===== config.mk =====
export PLATFORM = sky130hd
export DESIGN_NAME = gamepad_change_command_encoder_core
export DESIGN_NICKNAME = d
export VERILOG_FILES = /design/src/rtl/gcce_pkg.sv /design/src/rtl/gcce_ctrl.sv /design/src/rtl/gcce_dp.sv /design/src/rtl/gamepad_change_command_encoder_core.sv
export SDC_FILE = /design/constraint.sdc
export NUM_CORES = 1
export LEC_CHECK = 0
export ABC_AREA = 1
export BUFFER_PORTS_ARGS = -buffer_cell sky130_fd_sc_hd__buf_2
export CAP_MARGIN = 30
export CORE_UTILIZATION = 44
export DETAILED_ROUTE_END_ITERATION = 7
export GPL_TIMING_DRIVEN = 0
export PLACE_DENSITY = 0.66
export SYNTH_ARGS = -nofsm -noshare
export SYNTH_HDL_FRONTEND = slang
export SYNTH_SLANG_ARGS = --single-unit

===== constraint.sdc =====
create_clock -name clk -period 3.3 [get_ports clk]
set_clock_uncertainty 0.05 [all_clocks]
set_input_delay 0.495 -clock clk [delete_from_list [all_inputs] [get_ports clk]]
set_output_delay 0.495 -clock clk [all_outputs]
set_load 0.01 [all_outputs]

===== src/rtl/gcce_pkg.sv =====
// ----------------------------------------------------------------------------
// gcce_pkg
// Types and constants shared by the command encoder controller and datapath.
// ----------------------------------------------------------------------------
package gcce_pkg;

  localparam int NUM_CHAN = 12;
  localparam int NUM_PEND = 14;
  localparam int IDX_W    = 4;

  // Slots in the pending vector beyond the digital channels
  localparam logic [IDX_W-1:0] IDX_STICK_X = 4'd12;
  localparam logic [IDX_W-1:0] IDX_STICK_Y = 4'd13;

  localparam logic [7:0] TRIG_FULL    = 8'd255;
  localparam logic [7:0] STICK_X_BASE = 8'd45;
  localparam logic [7:0] STICK_Y_BASE = 8'd96;

  typedef enum logic {
    ST_IDLE,
    ST_RUN
  } ctrl_state_t;

  typedef struct packed {
    logic load;  // capture snapshot, build pending vector
    logic pop;   // move the next pending word to the output register
  } cmd_t;

  typedef struct packed {
    logic load_any;   // incoming snapshot causes at least one word
    logic pend_last;  // at most one word still pending
    logic out_free;   // output register can take a word this cycle
  } sts_t;

endpackage


===== src/rtl/gcce_ctrl.sv =====
// ----------------------------------------------------------------------------
// gcce_ctrl
// Controller: accepts a snapshot in idle, then steps the datapath word by word.
// ----------------------------------------------------------------------------
module gcce_ctrl (
  input  logic           clk,
  input  logic           rst_n,
  input  logic           in_valid,
  output logic           in_stall,
  input  gcce_pkg::sts_t sts,
  output gcce_pkg::cmd_t cmd
);
  import gcce_pkg::*;

  ctrl_state_t state_r, state_nxt;

  always_ff @(posedge clk) begin
    if (!rst_n) begin
      state_r <= ST_IDLE;
    end else begin
      state_r <= state_nxt;
    end
  end

  always_comb begin
    state_nxt = state_r;
    case (state_r)
      ST_IDLE: begin
        if (in_valid && sts.load_any) begin
          state_nxt = ST_RUN;
        end
      end
      ST_RUN: begin
        if (sts.out_free && sts.pend_last) begin
          state_nxt = ST_IDLE;
        end
      end
      default: state_nxt = ST_IDLE;
    endcase
  end

  always_comb begin
    cmd      = '0;
    in_stall = 1'b1;
    case (state_r)
      ST_IDLE: begin
        in_stall = 1'b0;
        cmd.load = in_valid;
      end
      ST_RUN: begin
        cmd.pop = sts.out_free;
      end
      default: in_stall = 1'b1;
    endcase
  end

endmodule


===== src/rtl/gcce_dp.sv =====
// ----------------------------------------------------------------------------
// gcce_dp
// Datapath: previous snapshot, pending word vector, stick bytes, output register.
// ----------------------------------------------------------------------------
module gcce_dp (
  input  logic               clk,
  input  logic               rst_n,
  input  gcce_pkg::cmd_t     cmd,
  output gcce_pkg::sts_t     sts,
  input  logic [15:0]        in_button_word,
  input  logic [7:0]         in_left_trigger,
  input  logic [7:0]         in_right_trigger,
  input  logic signed [15:0] in_left_stick_x,
  input  logic signed [15:0] in_right_stick_y,
  output logic               out_valid,
  input  logic               out_stall,
  output logic [7:0]         out_command_byte,
  output logic               out_last_of_run
);
  import gcce_pkg::*;

  logic [NUM_CHAN-1:0] prev_dig_r;
  logic [15:0]         prev_x_r;
  logic [15:0]         prev_y_r;
  logic [NUM_PEND-1:0] pend_r, pend_nxt;
  logic [7:0]          bx_r, by_r;
  logic                out_valid_r;
  logic [7:0]          out_byte_r;
  logic                out_last_r;

  logic [NUM_CHAN-1:0] now_dig;
  logic [NUM_PEND-1:0] load_pend;
  logic signed [7:0]   qx, qy;
  logic [7:0]          bx, by;
  logic [IDX_W-1:0]    sel_idx;
  logic [NUM_PEND-1:0] sel_hot, pend_rest;
  logic [7:0]          sel_byte;

  // Digital channels in emit order
  always_comb begin
    now_dig[0]  = in_button_word[12];
    now_dig[1]  = in_button_word[13];
    now_dig[2]  = in_button_word[14];
    now_dig[3]  = in_button_word[15];
    now_dig[4]  = in_button_word[8];
    now_dig[5]  = in_button_word[9];
    now_dig[6]  = (in_left_trigger == TRIG_FULL);
    now_dig[7]  = (in_right_trigger == TRIG_FULL);
    now_dig[8]  = in_button_word[3];
    now_dig[9]  = in_button_word[0];
    now_dig[10] = in_button_word[2];
    now_dig[11] = in_button_word[1];
  end

  // Divide by 1024 / 2048 truncating toward zero: floor, then round a
  // negative value with a nonzero remainder up by one.
  always_comb begin
    qx = {{2{in_left_stick_x[15]}}, in_left_stick_x[15:10]}
         + {7'd0, in_left_stick_x[15] & (|in_left_stick_x[9:0])};
    qy = {{3{in_right_stick_y[15]}}, in_right_stick_y[15:11]}
         + {7'd0, in_right_stick_y[15] & (|in_right_stick_y[10:0])};
    bx = 8'(qx) + STICK_X_BASE;
    by = 8'(qy) + STICK_Y_BASE;
  end

  assign load_pend = {(in_right_stick_y != prev_y_r),
                      (in_left_stick_x != prev_x_r),
                      now_dig & ~prev_dig_r};

  // Lowest pending slot goes out first
  always_comb begin
    sel_idx = '0;
    for (int i = NUM_PEND - 1; i >= 0; i--) begin
      if (pend_r[i]) begin
        sel_idx = IDX_W'(i);
      end
    end
    sel_hot   = NUM_PEND'(1) << sel_idx;
    pend_rest = pend_r & ~sel_hot;
    case (sel_idx)
      IDX_STICK_X: sel_byte = bx_r;
      IDX_STICK_Y: sel_byte = by_r;
      default:     sel_byte = 8'(sel_idx) + 8'd1;
    endcase
  end

  always_comb begin
    pend_nxt = pend_r;
    if (cmd.load) begin
      pend_nxt = load_pend;
    end else if (cmd.pop) begin
      pend_nxt = pend_rest;
    end
  end

  assign sts.load_any  = |load_pend;
  assign sts.pend_last = (pend_rest == '0);
  assign sts.out_free  = !out_valid_r || !out_stall;

  always_ff @(posedge clk) begin
    if (!rst_n) begin
      prev_dig_r  <= '0;
      prev_x_r    <= '0;
      prev_y_r    <= '0;
      pend_r      <= '0;
      out_valid_r <= 1'b0;
    end else begin
      pend_r <= pend_nxt;
      if (cmd.load) begin
        prev_dig_r <= now_dig;
        prev_x_r   <= in_left_stick_x;
        prev_y_r   <= in_right_stick_y;
      end
      if (cmd.pop) begin
        out_valid_r <= 1'b1;
      end else if (!out_stall) begin
        out_valid_r <= 1'b0;
      end
    end
  end

  always_ff @(posedge clk) begin
    if (cmd.load) begin
      bx_r <= bx;
      by_r <= by;
    end
    if (cmd.pop) begin
      out_byte_r <= sel_byte;
      out_last_r <= (pend_rest == '0);
    end
  end

  assign out_valid        = out_valid_r;
  assign out_command_byte = out_byte_r;
  assign out_last_of_run  = out_last_r;

endmodule


===== src/rtl/gamepad_change_command_encoder_core.sv =====
// ----------------------------------------------------------------------------
// gamepad_change_command_encoder_core
// Compares each gamepad snapshot with the previous one and emits a command
// word for every newly pressed channel and every stick change.
// ----------------------------------------------------------------------------
//
//  Channel  Direction  Handshake          Word
//  in_      sink       in_valid/in_stall  button word, triggers, two sticks
//  out_     source     out_valid/out_stall command byte, last-of-run flag
//
//  A snapshot is taken while the controller is idle; it then yields n words
//  (0..14), one per cycle from the single output register while out_ does
//  not stall. in_stall stays high while words of the current snapshot are
//  pending; the last word may still sit in the output register when the
//  next snapshot is taken. A stall on out_ holds the output register and
//  the pending vector. Reset clears the stored snapshot to all zeros and
//  empties the output.
//
module gamepad_change_command_encoder_core (
  input  logic               clk,
  input  logic               rst_n,
  input  logic               in_valid,
  output logic               in_stall,
  input  logic [15:0]        in_button_word,
  input  logic [7:0]         in_left_trigger,
  input  logic [7:0]         in_right_trigger,
  input  logic signed [15:0] in_left_stick_x,
  input  logic signed [15:0] in_right_stick_y,
  output logic               out_valid,
  input  logic               out_stall,
  output logic [7:0]         out_command_byte,
  output logic               out_last_of_run
);
  import gcce_pkg::*;

  // Command and status between controller and datapath
  cmd_t cmd;
  sts_t sts;

  // Controller: idle until a snapshot arrives, then drain pending words
  gcce_ctrl u_ctrl (
    .clk      (clk),
    .rst_n    (rst_n),
    .in_valid (in_valid),
    .in_stall (in_stall),
    .sts      (sts),
    .cmd      (cmd)
  );

  // Datapath: hold previous snapshot, build pending words, drive output
  gcce_dp u_dp (
    .clk              (clk),
    .rst_n            (rst_n),
    .cmd              (cmd),
    .sts              (sts),
    .in_button_word   (in_button_word),
    .in_left_trigger  (in_left_trigger),
    .in_right_trigger (in_right_trigger),
    .in_left_stick_x  (in_left_stick_x),
    .in_right_stick_y (in_right_stick_y),
    .out_valid        (out_valid),
    .out_stall        (out_stall),
    .out_command_byte (out_command_byte),
    .out_last_of_run  (out_last_of_run)
  );

endmodule


# [Word-level counts from Yosys, hierarchy flattened]
# Index checks and enable logic that the tools add are counted.
[op_classes] add_sub_neg=5 n_eq_ne=7 shifts=1 muxes=25 n_bitwise=7 n_reduce_logical=10
[op_table] op="4-bit 2-to-1 mux" count=14
[op_table] op="16-bit != test" count=2
[op_table] op="14-bit 2-to-1 mux" count=2
[op_table] op="8-bit == test (second input constant)" count=2
[op_table] op="8-bit case mux with 2 select lines" count=1
[op_table] op="14-bit bitwise AND" count=1
[op_table] op="14-bit logical NOT" count=1
[op_table] op="14-bit NOT" count=1
[op_table] op="14-bit OR reduction" count=1
[op_table] op="1-bit by 4-bit << shifter with 14-bit output (first input constant)" count=1
[op_table] op="12-bit bitwise AND" count=1
[op_table] op="12-bit NOT" count=1
[op_table] op="11-bit OR reduction" count=1
[op_table] op="10-bit OR reduction" count=1
[op_table] op="8-bit by 6-bit adder with 8-bit output (second input constant)" count=1
[op_table] op="8-bit by 7-bit adder with 8-bit output (second input constant)" count=1
[op_table] op="4-bit == test (second input constant)" count=2
[op_table] op="6-bit by 2-bit adder with 7-bit output" count=1
[op_table] op="1-bit 2-to-1 mux" count=7
[op_table] op="5-bit by 2-bit adder with 6-bit output" count=1
[op_table] op="4-bit by 1-bit adder with 5-bit output (second input constant)" count=1
[op_table] op="1-bit bitwise AND" count=2
[op_table] op="1-bit logical AND" count=2
[op_table] op="1-bit logical NOT" count=2
[op_table] op="other kinds (5)" count=5
[word_totals] regBits=85 input_bits=68 output_inout_bits=11 word_cells=65

# [Depth between registers and ports, before layout]
# Gate-level depths: netlist of run 1.
[depth] word_depth=21 depth_mapped=25 ltp_nobuf=25

# [Hierarchy]
# From an unflattened synthesis of run 1, not the netlist that was laid out.
[unflattened] cells_unflattened=531 hier_area_um2=4149.0
[modules_own_cells] mod="gcce_dp" instances=1 cells_per_inst=520 area_each_um2=4085.2 seq_area_each_um2=1811.7
[modules_own_cells] mod="gcce_ctrl" instances=1 cells_per_inst=11 area_each_um2=63.8 seq_area_each_um2=20.0

# [Worst setup path before layout of run 1]
# OpenSTA, ideal clock, no wires.
[synth_timing] path_type="in2reg" start="input in_left_stick_x[0]" end="register u_dp.bx_r[5] (data pin)" setup_time_ns=0.263 t_arrival_ns=1.885 path_slack_ns=1.102 path_stages=8 cell_sequence="nor4_1 > a41oi_1 > ha_1 > ha_1 > xor2_1 > a21oi_1 > a21oi_1 > xor2_1"
[synth_via] elab_chain_cells=4
[synth_rtl] element="start: declaration" line="gamepad_change_command_encoder_core.sv:27" rtl="input logic signed [15:0] in_left_stick_x,"
[synth_rtl] element="10-bit OR reduction" line="gcce_dp.sv:59" rtl="+ {7'd0, in_left_stick_x[15] & (|in_left_stick_x[9:0])};"
[synth_rtl] element="1-bit bitwise AND" line="gcce_dp.sv:59"
[synth_rtl] element="6-bit by 2-bit adder with 7-bit output" line="gcce_dp.sv:59"
[synth_rtl] element="8-bit by 6-bit adder with 8-bit output" line="gcce_dp.sv:62" rtl="bx = 8'(qx) + STICK_X_BASE;"
[synth_rtl] element="net u_dp.bx[5]" line="gcce_dp.sv:34" rtl="logic [7:0] bx, by;"
[synth_rtl] element="end signal: assignment" line="gcce_dp.sv:124" rtl="bx_r <= bx;"
[synth_rtl] element="end: declaration" line="gcce_dp.sv:26" rtl="logic [7:0] bx_r, by_r;"
# The timed path passes the listed nets, and every way through them passes these cells.
# A chain may end at the register's enable or synchronous reset.

==> results of run 1 <==
## synthesized netlist by cell type, drive strengths merged
cell	instances
ha	10
o211ai	1
xnor2	19
xor2	11
edfxtp	23
a211oi	2
o21bai	1
a22o	1
nand2	95
clkinv	1
o21ai	49
nor3	7
conb	1
nand4	13
clkbuf	17
o21a	1
nand3b	1
inv	66
a41oi	1
o22ai	5
or2	6
nor3b	2
a21oi	33
a22oi	6
nor4	7
dfxtp	60
nor2	75
a31oi	12
o31ai	1
buf	1
nand3	34
## power breakdown
part / internal, mW / total [mW] / leakage (nW) / switching [mW]
clock network: 0.353 / 0.740 / 0.0881 / 0.387
logic: 0.241 / 0.637 / 1.41 / 0.396
registers: 1.16 / 1.21 / 0.717 / 0.0527
## final cells by class
type,instances,area [µm²],area share [%]
multi-input combinational,394,2140,41.9
sequential,83,1890,37.1
timing repair buffer,72,370,7.27
inverter,67,251,4.93
tap,129,161,3.17
clock buffer,9,124,2.43
buffer,18,83.8,1.64
clock inverter,7,77.6,1.52
## kinds of logic (layout without fill, tap and decap cells)
family	Yosys count	after routing	share of synthesized area, %
and+or+nand+nor	240	240	25.5
AOI/OAI and AO/OA	113	113	14.5
buffers and inverters	85	173	7.69
DFF	83	83	43.4
xor gates and xnor gates	30	30	6.02
adders and majority gates	10	10	2.87
other	1	1	0.0860
## tightest hold or removal path, cell delays in order
cell and delay (ns):
buf_2 0.09, inv_1 0.06, a21oi_1 0.06
## per-layer routing
layer	routed length (µm)	track usage (%)	share of wire [%]	vias to the layer above
met3	406	4.07	3.8	13
met2	5040	37.0	48	83
li1	-	-	-	2040
met4	155	5.80	1.5	0
met1	4990	29.3	47	1777
met5	0	0	0	-
## worst max-delay path by stage
stage	from	to	slack (ns)
6_report	u_dp.pend_r[12]	u_dp.out_last_of_run	0.65
5_1_grt	u_dp.pend_r[12]	u_dp.out_last_of_run	0.32
4_1_cts	u_dp.pend_r[12]	u_dp.out_last_of_run	0.62
3_5_place_dp	in_left_stick_x[0]	u_dp.bx_r[5]	0.58
3_3_place_gp	in_left_stick_x[0]	u_dp.bx_r[6]	0.61
2_1_floorplan	in_left_stick_x[0]	u_dp.bx_r[5]	1.10
## state kept, by name, summed over array words and instances, names as in the netlist
name,count
u_ctrl.state_r,1
u_dp.prev_y_r,16
u_dp.by_r,6
u_dp.out_valid,1
u_dp.prev_x_r,16
u_dp.bx_r,8
u_dp.pend_r,14
u_dp.prev_dig_r,12
u_dp.out_last_of_run,1
u_dp.out_command_byte,8
## through the flow
step                utilization, %  instance area (µm²)  setup slack, ns  instances
floorplan                        -                 4360             1.10        562
global placement              51.8                 4880            0.613        762
detailed placement            52.0                 4890            0.581        763
CTS                           54.1                 5100            0.624        779
global route                  54.1                 5100            0.317        779
finish                        54.1                 5100            0.646        779
==> impl_metrics.toml, run 1 <==
[run_status]
status = "completed"

[cts]
root_buffer = "clkbuf_8"
clock_latency_ns = 0.35
clockBufferDepth = 2
h-tree-depth = 3
cts-resized-gates = 0
cts.sinks = 83
post_cts_buffers = 0
cts_buffers = 9
cts_tree = "yes"
clk_pin_slew_ns = 0.09
ctsHoldBuffers = 0

[global_routing]
overflow = 0
grt_pass1_vias = 3787
grt_antenna_before_repair = 0
grt_max_degree = 20
grt_pass1_wl_um = 17700
track_usage_pct = 22.1

[floorplanning]
die_area_mm2 = 0.0103
die_h_um = 102
die_w_um = 102
coreArea_mm2 = 0.00942
ios = 79
start_util_pct = 46.3
core.rowCount = 35

[timing]
period_share_pct = 80.4
report.final.hold_viol_count = 0
rsz0062_at_grt = "no"
worst_pin_slew_ns = 0.906
finalSetupViolCount = 0
whs_ns = 0.351
max-slew-margin-rel_pct = 39.6
setup_tns_ns = 0
slew_viol_final = 0
timing.fmax_mhz = 377
min_period_ns = 2.65

[critical_path]
path_delay_family = "simple AND/OR/NAND/NOR gates"
worstPathCellList = "inv_1 -> nand2_1 -> nand2_1 -> nand2_1 -> nand2_1 -> nand2_1 -> nand2_1 -> nand2_1 -> nand2_1 -> nand2_1 -> nand2_1 -> nand2_1 -> nand2_1 -> nand2_1 -> inv_1 -> ha_1 -> ha_1 -> nand2_1 -> a21oi_1 -> nand3_1 -> nor4_1"
critPathMostFrequentCell = "nand2_1"
worst-path-stages = 21
crit_type = "reg2reg"
cp_slowest_stage_delay_ns = 0.34
crit_fanout = 4
cp.arrival_ns = 2.75
slowest_stage = "dfxtp_1"
worstReg2RegEnd = "u_dp.out_last_of_run"
worst-path-buf-inv = 2
r2r-start = "u_dp.pend_r[12]"
crit_required_ns = 3.40
reg2reg_depth = 21
cp-end-kind = "flip-flop"
start_kind = "flip-flop"
rrSetupSlack_ns = 0.65

[drt]
ant_nets = 0
vias = 3913
wirelength_um = 10600
drtIter0Drc = 234
vias_per_cell = 5.02
dr.pass1.iters = 5
drc = 0
wl_per_cell_um = 13.6

[pwr]
power.total_mw = 2.59
p_leak_nw = 2.21
ir_drop_mv = 0.298
p_per_area_mw_per_mm2 = 508

[place]
gp_congestion = 0.885
port_buffers = 71
hpwl_um = 8300

[worst_hold_path]
worst_hold_path.num_cells = 3
hold_start = "in_button_word[14]"
hold_path_end = "u_dp.prev_dig_r[2]"
worstHoldPathType = "in2reg"

[synthesis]
syn_area_mm2 = 0.00436
yosys.area.top_type = "dfxtp_1"
ys_seq_area_share_pct = 43.4
synth.avg_cell_area_um2 = 7.76
syn-num-nets = 640
synth_cell_types = 40
synth.top_cell.area_share_pct = 27.5
synth-seq-cells = 83
synth_warnings = 0
syn_inst = 562
synthTopCellsByArea = "dfxtp_1 28%, edfxtp_1 16%, nand2_1 7.3%, nor2_1 5.9%, o21ai_0 5.5%"

[job]
maxCapViolations = 0

[layout]
area_growth_pct = 16.8
final_common_cell = "nand2_1"
drive_above_1_share_pct = 18.3
nFillCells = 934
final_cell_mix = "85 x nand2_1, 71 x buf_2, 69 x nor2_1"
final_nets = 723
n_antenna_cell = 0
No activity file was read; power rests on OpenSTA's default activity.
==> run 2: changes to the inputs <==
- clock period: 3.3 -> 2.62 ns (I/O delays scaled with it)
==> run 2 against run 1 <==
First-iteration DRC count fell by 6.8%. Non-clock buffer count did not move. Die area unchanged. Critical path depth did not move. Sequential share of layout area down 0.70 points. Via count is 1.3% higher. Final area rose by 2.1%. Hold slack worse by 0.10 ns. Fmax grew 11%. Critical path type unchanged. Critical endpoint unchanged. Highest routed layer unchanged.
==> impl_metrics.toml, run 2 (same netlist as run 1, synthesis figures left out) <==
[worst_hold_path]
worstHoldPathType = "in2reg"

[global_routing]
grt_pass1_wl_um = 17700
overflow = 0
grt_antenna_before_repair = 0
track_usage_pct = 22.1
grt_max_degree = 20
grt_pass1_vias = 3787

[pwr]
p_per_area_mw_per_mm2 = 641
p_comb_share_pct = 26.1
switchingPower_mw = 1.09
power.total_mw = 3.33
swShare_pct = 32.8
p_leak_nw = 2.22
internal-power_mw = 2.24
p_clk_share_pct = 28.0
ir_drop_mv = 0.377
seqPwrFrac_pct = 45.9

[floorplanning]
start_util_pct = 46.3
coreArea_mm2 = 0.00942
die_h_um = 102
ios = 79
core.rowCount = 35
die_w_um = 102
die_area_mm2 = 0.0103

[drt]
vias = 3963
wl_per_cell_um = 13.8
wirelength_um = 10700
vias_per_cell = 5.09
drtIter0Drc = 218
drc = 0
ant_nets = 0
dr.pass1.iters = 5

[cts]
cts.sinks = 83
root_buffer = "clkbuf_8"
cts_buffers = 9
clock_latency_ns = 0.36
clockBufferDepth = 2
cts_tree = "yes"
clk_pin_slew_ns = 0.09
h-tree-depth = 3

[critical_path]
worstPathCellList = "inv_2 -> nand2_2 -> nand2_1 -> nand2_1 -> nand2_1 -> nand2_1 -> nand2_1 -> nand2_1 -> nand2_1 -> nand2_1 -> nand2_1 -> nand2_1 -> nand2_2 -> nand2_4 -> inv_4 -> ha_4 -> ha_4 -> nand2_2 -> a21oi_2 -> nand3_2 -> nor4_2"
crit_required_ns = 2.74
start_kind = "flip-flop"
critPathMostFrequentCell = "nand2_1"
crit_type = "reg2reg"
crit_fanout = 4
cp_slowest_stage_delay_ns = 0.34
worst-path-buf-inv = 2
slowest_stage = "dfxtp_2"
cp.arrival_ns = 2.51
path_delay_family = "simple AND/OR/NAND/NOR gates"
cp-end-kind = "flip-flop"

[run_status]
status = "completed"

[layout]
largestRegisters = "u_dp.prev_x_r: 16 flops, u_dp.prev_y_r: 16 flops, u_dp.pend_r: 14 flops"
n_antenna_cell = 0
final_cell_mix = "80 x nand2_1, 71 x buf_2, 67 x nor2_1"
multi_input_area_mm2 = 0.00224
final_nets = 723
nFillCells = 930
drive_above_1_share_pct = 21.7
finish.utilization_pct = 55.3
area_growth_pct = 19.3
final_common_cell = "nand2_1"
regArea_mm2 = 0.00190

[timing]
period_share_pct = 91.2
whs_ns = 0.247
finalSetupViolCount = 0
worst_pin_slew_ns = 0.895
timing.fmax_mhz = 418
report.final.hold_viol_count = 0
slew_viol_final = 0
max-slew-margin-rel_pct = 40.3
min_period_ns = 2.39

[place]
port_buffers = 71
hpwl_um = 8300
gp_congestion = 0.885

[job]
maxCapViolations = 0
## run 2: tightest hold or removal path: stages
cell	delay (ns)
buf_2	0.09
inv_1	0.06
a21oi_1	0.06
## run 2: layout make-up
class / count / share of cell area, %
plain buffers: 18 / 1.61
flip-flops and latches: 83 / 36.4
well taps: 129 / 3.10
repair buffers: 72 / 7.12
clock buffers: 9 / 2.38
multi-input cells: 394 / 43.0
inverters: 67 / 4.88
clock inverters: 7 / 1.49
## run 2: metal layers
metal | GRT usage [%] | vias to the layer above | share of wire [%]
li1 | - | 2036 | -
met1 | 29.3 | 1810 | 47
met2 | 37.0 | 100 | 47
met3 | 4.07 | 17 | 4.4
met4 | 5.80 | 0 | 1.6
met5 | 0 | - | 0
## run 2: power groups by stage
stage               logic (mW)  registers [mW]  clock network, mW
floorplan                0.556            1.56                  0
global placement         0.786            1.55                  0
detailed placement       0.802            1.56                  0
CTS                      0.809            1.53              0.947
global route             0.975            1.54               1.01
finish                   0.869            1.53              0.935
## run 2: timing repair
action,4_1_cts,5_1_grt
hold buffers,0,0
setup endpoints to repair,1,11
pin swaps,0,2
setup buffers,0,0
resized for setup,1,28
## run 2: through the flow
stage | setup TNS, ns | instance area [µm²] | setup WS (ns) | std cells
2_1_floorplan | 0 | 4360 | 0.460 | 562
3_3_place_gp | 0 | 4880 | 0.00541 | 762
3_5_place_dp | -0.0219 | 4890 | -0.0219 | 763
4_1_cts | 0 | 5100 | 0.00519 | 779
5_1_grt | -0.0576 | 5200 | -0.0319 | 779
6_report | 0 | 5200 | 0.230 | 779
## run 2: final timing paths
check / from / end / slack, ns / cells past startpoint
worst max-delay path: u_dp.pend_r[12] / u_dp.out_last_of_run / 0.23 / 21
worst min-delay path: in_button_word[14] / u_dp.prev_dig_r[2] / 0.25 / 3
worst max register to register: u_dp.pend_r[12] / u_dp.out_last_of_run / 0.23 / 21
worst min register to register: u_dp.prev_dig_r[6] / u_dp.prev_dig_r[6] / 0.42 / 2
==> run 3: changes to the inputs <==
- ABC_AREA: 1 -> 0
- PLACE_DENSITY: 0.66 -> 0.67
- SYNTH_HIERARCHICAL: not set -> 1
==> run 3 against run 2 <==
The run now ends with negative setup slack left. Clock power shrank 3.9%. Utilization shrank 0.099 points. Critical endpoint is now u_ctrl/state_r. Highest routed layer unchanged. Total power shrank 4.3%.
==> impl_metrics.toml, run 3 <==
[run_status]
status = "complete, but fails checks"
violations = "negative setup slack"

[layout]
nFillCells = 822
largestRegisters = "u_dp/prev_x_r: 16 flops, u_dp/prev_y_r: 16 flops, u_dp/pend_r: 14 flops"
final_nets = 591
final_common_cell = "buf_2"
final_cell_mix = "76 x buf_2, 53 x dfxtp_1, 45 x nor2b_1"
n_antenna_cell = 0
fin_area_mm2 = 0.00507
instances_no_fill = 630
area_growth_pct = 21.5
drive_above_1_share_pct = 27.6
finish.utilization_pct = 55.2

[synthesis]
synth_compound_area_share_pct = 11.3
async_reset_ff_share_pct = 0
yosys.area.top_type = "dfxtp_1"
synthTopCellsByArea = "dfxtp_1 29%, edfxtp_1 15%, mux2i_1 10%, xnor2_1 7.8%, nor2b_1 6.7%"
synth.avg_cell_area_um2 = 9.94
synthAdderAreaFrac_pct = 2.70
synth_top_family_by_area = "simple AND/OR/NAND/NOR gates"
synth_cell_types = 54
synth.top_cell.area_share_pct = 28.8
ys_seq_area_share_pct = 43.9
syn_area_mm2 = 0.00418
syn-num-nets = 497
synth_warnings = 6
synth-seq-cells = 81
synth_common_cells = "60 x dfxtp_1, 45 x nor2b_1, 42 x mux2i_1, 37 x xnor2_1, 24 x inv_1"
yosys.cell_count.top_type = "dfxtp_1"
synth-edff-count = 21
syn_inst = 420
synthMuxAreaShare_pct = 10.1
synth_xor_area_share_pct = 8.18
synth_ff_type = "dfxtp_1"
synthSimpleGateAreaFrac_pct = 19.4

[cts]
clock_latency_ns = 0.35
root_buffer = "clkbuf_8"
ctsHoldBuffers = 0
cts_tree = "yes"
clockBufferDepth = 2
clk_pin_slew_ns = 0.07
cts.sinks = 81
cts_buffers = 9
h-tree-depth = 3

[critical_path]
start_kind = "flip-flop"
cp-end-kind = "flip-flop"
crit_type = "reg2reg"
cp.arrival_ns = 2.81
crit_fanout = 5
crit_required_ns = 2.78
rrSetupSlack_ns = -0.02

[timing]
worst_pin_slew_ns = 0.717
max-slew-margin-rel_pct = 52.2
min_period_ns = 2.64
rsz0062_at_grt = "yes"
period_share_pct = 101
whs_ns = 0.275
report.final.hold_viol_count = 0
slew_viol_final = 0
worst_slack_ns = -0.0228
timing.fmax_mhz = 378
finalSetupViolCount = 1

[floorplanning]
start_util_pct = 45.4
core.rowCount = 35
die_w_um = 99.4
die_area_mm2 = 0.00989
coreArea_mm2 = 0.00920
ios = 79
die_h_um = 99.4

[place]
hpwl_um = 6840
port_buffers = 71
pre_cts_slack_ns = -0.450
placedCellCount = 603
gp_congestion = 0.875
placed_area_mm2 = 0.00468

[drt]
dr.pass1.iters = 5
vias = 3357
ant_nets = 0
drtIter0Drc = 140
drc = 0
wl_per_cell_um = 14.9
wirelength_um = 9390
vias_per_cell = 5.33

[job]
maxCapViolations = 0

[global_routing]
grt_antenna_before_repair = 0
grt_max_degree = 15
grt_pass1_wl_um = 15400
track_usage_pct = 19.7
grt_pass1_vias = 3249
overflow = 0

[worst_hold_path]
worstHoldPathType = "in2reg"

[pwr]
ir_drop_mv = 0.379
p_per_area_mw_per_mm2 = 629
p_leak_nw = 1.96
## run 3: cell count changes after synthesis, moves of 10 or more
cell	delta
xnor2_1	+18
o21ai_0	-31
nand2b_1	+10
nor2_1	-57
a31oi_1	-11
nand2_1	-66
inv_1	-37
a21oi_1	-22
nand3_1	-26
nor2b_1	+45
mux2i_1	+42
## run 3: area by class of cell
cell class | instances | area [µm²] | area share [%]
plain buffers | 18 | 95.1 | 1.87
clock buffers | 10 | 128 | 2.51
flip-flops and latches | 81 | 1840 | 36.3
clock inverters | 6 | 66.3 | 1.31
repair buffers | 83 | 449 | 8.85
well taps | 111 | 139 | 2.74
multi-input cells | 297 | 2260 | 44.6
inverters | 24 | 90.1 | 1.78
## run 3: path summary, 6_finish.rpt
| check | from | to | depth (start not counted) |
|---|---|---|---|
| setup / recovery | u_dp/pend_r[10] | u_ctrl/state_r | 12 |
| hold / removal | rst_n | u_ctrl/state_r | 3 |
| setup reg to reg | u_dp/pend_r[10] | u_ctrl/state_r | 12 |
| hold reg to reg | u_dp/prev_dig_r[4] | u_dp/prev_dig_r[4] | 2 |
## run 3: worst max-delay path, stage by stage, from the launching register on
cell and delay, ns:
dfxtp_4 0.37, inv_2 0.04, a211oi_2 0.25, o311ai_2 0.15, a211o_2 0.38, inv_2 0.09
ha_4 0.14, buf_4 0.14, inv_1 0.04, a22o_1 0.18, a2111oi_2 0.28, and4_1 0.29
a311oi_2 0.10
## run 3: layer usage
metal / vias to the layer above / part of all wire [%] / GRT usage (%)
met5: - / 0 / 0
met4: 0 / 0.98 / 4.75
met3: 11 / 4.5 / 4.15
met2: 94 / 46 / 32.1
met1: 1579 / 48 / 26.7
li1: 1673 / - / -
## run 3: cell families after synthesis
kind of cell,Yosys count
AND/OR/NAND/NOR,138
buffers and inverters,42
other,1
flip-flops,81
XOR/XNOR,39
adder cells (fa/ha/maj),9
multiplexers,42
AO/OA/AOI/OAI,68
## run 3: report_power, final
group / switching [mW] / internal (mW)
Combinational: 0.437 / 0.388
Sequential: 0.0658 / 1.40
Clock: 0.456 / 0.443
## run 3: stage by stage
stage,TNS (ns),power [mW]
after floorplan,0,1.97
after global placement,-6.83,2.18
after detailed placement,-0.818,2.19
after CTS,0,3.17
after global routing,-0.141,3.36
final,-0.0228,3.19
## run 3: repair_timing
action                     CTS  global route
setup buffers                6             5
gates resized for setup     25            13
setup endpoints to repair    2             3
pin swaps                    6            10
